--- src/hw/rtl/sar_pkg.sv ---
// ----------------------------------------------------------------------------
// sar_pkg
// types and constants shared by the shortest-arc rotation block
// ----------------------------------------------------------------------------
package sar_pkg;

  localparam int unsigned VEC_W       = 24;
  localparam int unsigned Q_W         = 32;
  localparam int unsigned MIN_NORM_W  = 23;
  localparam int unsigned MARGIN_W    = 31;
  localparam int unsigned CFG_INDEX_W = 2;
  localparam int unsigned CFG_DATA_W  = 31;
  localparam int unsigned NORM2_W     = 48;

  // register indexes
  localparam logic [CFG_INDEX_W-1:0] CFG_MIN_NORM = 2'd0;
  localparam logic [CFG_INDEX_W-1:0] CFG_MARGIN   = 2'd1;

  localparam logic [MIN_NORM_W-1:0] MIN_NORM_RESET = 23'd102;
  localparam logic [MARGIN_W-1:0]   MARGIN_RESET   = 31'd16;

  // result kinds
  localparam logic [1:0] CASE_IDENTITY  = 2'd0;
  localparam logic [1:0] CASE_GENERAL   = 2'd1;
  localparam logic [1:0] CASE_HALF_TURN = 2'd2;

  localparam logic signed [Q_W-1:0] ONE_Q30 = 32'sh4000_0000;

  typedef struct packed {
    logic signed [VEC_W-1:0] from_x;
    logic signed [VEC_W-1:0] from_y;
    logic signed [VEC_W-1:0] from_z;
    logic signed [VEC_W-1:0] to_x;
    logic signed [VEC_W-1:0] to_y;
    logic signed [VEC_W-1:0] to_z;
  } sar_in_t;

  typedef struct packed {
    logic signed [Q_W-1:0] quat_w;
    logic signed [Q_W-1:0] quat_x;
    logic signed [Q_W-1:0] quat_y;
    logic signed [Q_W-1:0] quat_z;
    logic [1:0]            case_taken;
  } sar_out_t;

  // classified request handed from front to back
  typedef struct packed {
    logic [2:0][VEC_W-1:0] src;
    logic [2:0][VEC_W-1:0] dst;
    logic [NORM2_W-1:0]    src_n2;
    logic [NORM2_W-1:0]    dst_n2;
    logic                  short_vec;
  } sar_item_t;

endpackage

--- src/hw/rtl/sar_queue.sv ---
// ----------------------------------------------------------------------------
// sar_queue
// short request queue between front and back
// ----------------------------------------------------------------------------
module sar_queue #(
  parameter int unsigned DEPTH = 4
) (
  input  logic                 clk,
  input  logic                 rst,
  input  logic                 push,
  input  sar_pkg::sar_item_t   push_data,
  output logic                 full,
  input  logic                 pop,
  output sar_pkg::sar_item_t   pop_data,
  output logic                 avail
);

  localparam int unsigned AW = (DEPTH > 1) ? $clog2(DEPTH) : 1;

  sar_pkg::sar_item_t slot [DEPTH];
  logic [AW-1:0]      wr_ptr;
  logic [AW-1:0]      rd_ptr;
  logic [AW:0]        count;

  function automatic logic [AW-1:0] step(input logic [AW-1:0] p);
    return (p == AW'(DEPTH - 1)) ? '0 : p + 1'b1;
  endfunction

  assign full     = (count == (AW+1)'(DEPTH));
  assign avail    = (count != '0);
  assign pop_data = slot[rd_ptr];

  always_ff @(posedge clk) begin
    if (push) begin
      slot[wr_ptr] <= push_data;
    end
  end

  always_ff @(posedge clk) begin
    if (rst) begin
      wr_ptr <= '0;
      rd_ptr <= '0;
      count  <= '0;
    end else begin
      if (push) begin
        wr_ptr <= step(wr_ptr);
      end
      if (pop) begin
        rd_ptr <= step(rd_ptr);
      end
      case ({push, pop})
        2'b10:   count <= count + 1'b1;
        2'b01:   count <= count - 1'b1;
        default: count <= count;
      endcase
    end
  end

endmodule

--- config.mk ---
export PLATFORM = sky130hd
export DESIGN_NAME = sar_queue
export DESIGN_NICKNAME = d
export VERILOG_FILES = /design/src/hw/rtl/sar_pkg.sv /design/src/hw/rtl/sar_queue.sv
export SDC_FILE = /design/constraint.sdc
export NUM_CORES = 1
export LEC_CHECK = 0
export BUFFER_PORTS_ARGS = -buffer_cell sky130_fd_sc_hd__clkbuf_2
export CAP_MARGIN = 40
export CELL_PAD_IN_SITES_DETAIL_PLACEMENT = 0
export CELL_PAD_IN_SITES_GLOBAL_PLACEMENT = 1
export CORE_UTILIZATION = 52
export CTS_BUF_LIST = sky130_fd_sc_hd__clkbuf_8 sky130_fd_sc_hd__clkbuf_16
export CTS_CLUSTER_SIZE = 16
export DETAILED_ROUTE_END_ITERATION = 8
export GPL_TIMING_DRIVEN = 0
export PLACE_DENSITY_LB_ADDON = 0.1
export SYNTH_ARGS = -nofsm -noshare
export SYNTH_HDL_FRONTEND = slang
export SYNTH_SLANG_ARGS = --single-unit
--- constraint.sdc ---
create_clock -name clk -period 18 [get_ports clk]
set_clock_uncertainty 0.1 [all_clocks]
set_input_delay 1.8 -clock clk [delete_from_list [all_inputs] [get_ports clk]]
set_output_delay 1.8 -clock clk [all_outputs]
set_load 0.03 [all_outputs]
==> flow_metrics.tcl <==
set metrics [dict create \
    status "completed" \
    cts_buffer_depth 3 \
    synthesis.area_sq_mm 0.0352 \
    min_from "count[1]" \
    cts.repair.resized 0 \
    ys_top_cells_by_area "edfxtp_1 82%, mux4_2 15%, buf_6 0.70%" \
    areaGrowthSynthToFinish_pct 20.4 \
    finalWorstSetupSlack_ps 13600 \
    clkSinkCount 973 \
    power.switching_mw 1.16 \
    yosys_warnings 0 \
    cts_tree "built" \
    grt_max_degree 52 \
    synth-seq-cells 973 \
    grt_first_pass_wirelength_microns 107000 \
    seq_area_frac_synth 0.827 \
    cts-htree-levels 3 \
    max_cap_viol_count 0 \
    r2r-start "wr_ptr[0]" \
    die_h_microns 262 \
    crit_slowest_cell "buf_2" \
    multi_input_area_sq_mm 0.00568 \
    fin_crit_sh 0.244 \
    cp-end-kind "output pin" \
    drc 0 \
    rsz0062_at_grt "false" \
    wl_per_cell_microns 24.9 \
    worstPathMaxFanout 10 \
    intPower_mw 3.89 \
    ys_types 18 \
    cts_made_buffers 95 \
    synth_top_area_frac 0.822 \
    critPathArrivalTime_ps 2500 \
    die_x_microns 262 \
    power_frac_comb 0.106 \
    io_pins 488 \
    synth-main-ff-cell "edfxtp_1" \
    leakagePower_nw 14.5 \
    firstDrtPassIters 5 \
    synth-edff-count 964 \
    worstPathCellList "buf_2 > buf_2 > buf_2 > mux4_2 > clkbuf_2" \
    p_clk_frac 0.378 \
    ant_nets 0 \
    hold_viol 0 \
    worst_slew_pin_slew_ps 713 \
    ctsHoldBuffers 0 \
    ir_drop_v 0.000110 \
    syn-num-nets 1559 \
    start_kind "register" \
    post-place-ws_ps 14000 \
    yosys.area.top_type "edfxtp_1" \
    syn_inst 1307 \
    post-cts-setup-buffer-count 0 \
    fillers 4656 \
    min_path_type "reg2reg" \
    drive_gt1_frac 0.472 \
    antenna_found_initial 23 \
    setup_viol 0 \
    overflow 0 \
    std_cell_rows 95 \
    p_sw_frac 0.230 \
    via_per_inst 5.53 \
    finalSetupTns_ps 0 \
    worstSetupPathType "reg2out" \
    dieArea_sq_mm 0.0688 \
    track_usage 0.212 \
    register_area_sq_mm 0.0291 \
    slew_headroom 0.524 \
    floorplan.initialDensity 0.525 \
    drt_wl_total_microns 71700 \
    clock_latency_ps 620 \
    crit_path_max_incr_delay_ps 370 \
    cts_root_buf "clkbuf_16" \
    ys_top_cells_by_count "964 x edfxtp_1, 241 x mux4_2, 26 x buf_2, 22 x buf_6, 9 x dfxtp_1" \
    power_density_mw_per_mm2 119 \
    dp_hpwl_microns 46600 \
    yosysMostFrequentCell "edfxtp_1" \
    routabilityCongestion 0.734 \
    max_freq_mhz 227 \
    avgSynthCellArea_sq_um 27.0 \
    drv_slew 0 \
    core_region_area_sq_mm 0.0670 \
    drt-initial-drc-count 971 \
    required_ps 16100 \
    fin_nets 2166 \
    fin_crit_ps 4400 \
    path_common_cell "buf_2" \
    io_buffer_count 487 \
    power_frac_seq 0.516 \
    clkTransAtPathRegs_ps 60 \
    num_vias 15900 \
    grt_pass1_vias 17100 \
    async_flop_share 0 \
]
area by class of cell:
type,instances,share of cell area
multi-input combinational,273,0.134
buffer,54,0.00944
sequential,973,0.687
clock inverter,77,0.0138
tap,873,0.0258
inverter,7,0.000620
timing repair buffer,510,0.0713
clock buffer,98,0.0578
antenna,10,0.000590
stage by stage:
step | power, mW | util | instances | instance area [sq um] | hold slack [ps]
final | 5.05 | 0.633 | 2875 | 42400 | 408
after global routing | 5.22 | 0.633 | 2872 | 42400 | 472
after CTS | 5.11 | 0.632 | 2865 | 42400 | 412
after detailed placement | 3.20 | 0.587 | 2690 | 39400 | 394
after global placement | 3.21 | 0.578 | 2667 | 38800 | 381
after floorplan | 3.01 | - | 1307 | 35200 | 356
power groups by stage:
stage | clock network, mW | logic [mW] | registers, mW
after detailed placement | 0 | 0.546 | 2.65
after global routing | 2.04 | 0.567 | 2.61
after global placement | 0 | 0.524 | 2.69
final | 1.91 | 0.536 | 2.60
after floorplan | 0 | 0.343 | 2.67
after CTS | 1.95 | 0.547 | 2.60
layout by cell type (no fill, tap or decap), types with 4 or more instances in the layout:
| cell | synthesis | final |
|---|---|---|
| diode_2 | 0 | 10 |
| clkbuf_1 | 6 | 6 |
| inv_1 | 7 | 23 |
| ha_1 | 6 | 6 |
| clkinv_2 | 0 | 26 |
| dfxtp_1 | 9 | 9 |
| clkinv_1 | 0 | 22 |
| nor2_1 | 7 | 7 |
| a21oi_1 | 4 | 4 |
| buf_12 | 0 | 4 |
| buf_16 | 0 | 18 |
| edfxtp_1 | 964 | 964 |
| and2_4 | 0 | 4 |
| buf_2 | 26 | 26 |
| buf_6 | 22 | 23 |
| mux4_2 | 241 | 241 |
| clkbuf_16 | 0 | 98 |
| clkbuf_2 | 0 | 487 |
| bufinv_16 | 0 | 9 |
worst paths after layout:
kind,endpoint,slack [ps],cells after the start
max reg2reg,slot[3][212],15490,5
max,pop_data[177],13600,5
min,count[1],410,2
min reg2reg,count[1],410,2
logic make-up after synthesis:
family,share of synthesized area
AOI/OAI and AO/OA,0.000710
xor gates and xnor gates,0.000497
adders and majority gates,0.00270
buffers and inverters,0.0121
DFF,0.827
muxes,0.155
and+or+nand+nor,0.00242
sequential cells by signal, indices dropped and copies added, names as in the netlist, named ones only:
register  flops
wr_ptr        2
count         3
rd_ptr        2
slot        964
routing by layer:
metal  wire (microns)  GRT usage  vias up  share of wire
met1            27000      0.257     8309           0.38
li1                 -          -     6955              -
met2            36100      0.347      468           0.50
met4             2270     0.0890       24          0.032
met5              175          0        -         0.0024
met3             6210     0.0769      130          0.087
worst max-delay path: cells and delay by family (launching register included):
kind,cells,cell delay (ps)
buffers and inverters,4,1210
DFF,1,300
muxes,1,360
Power figures use the tool's default switching activity.
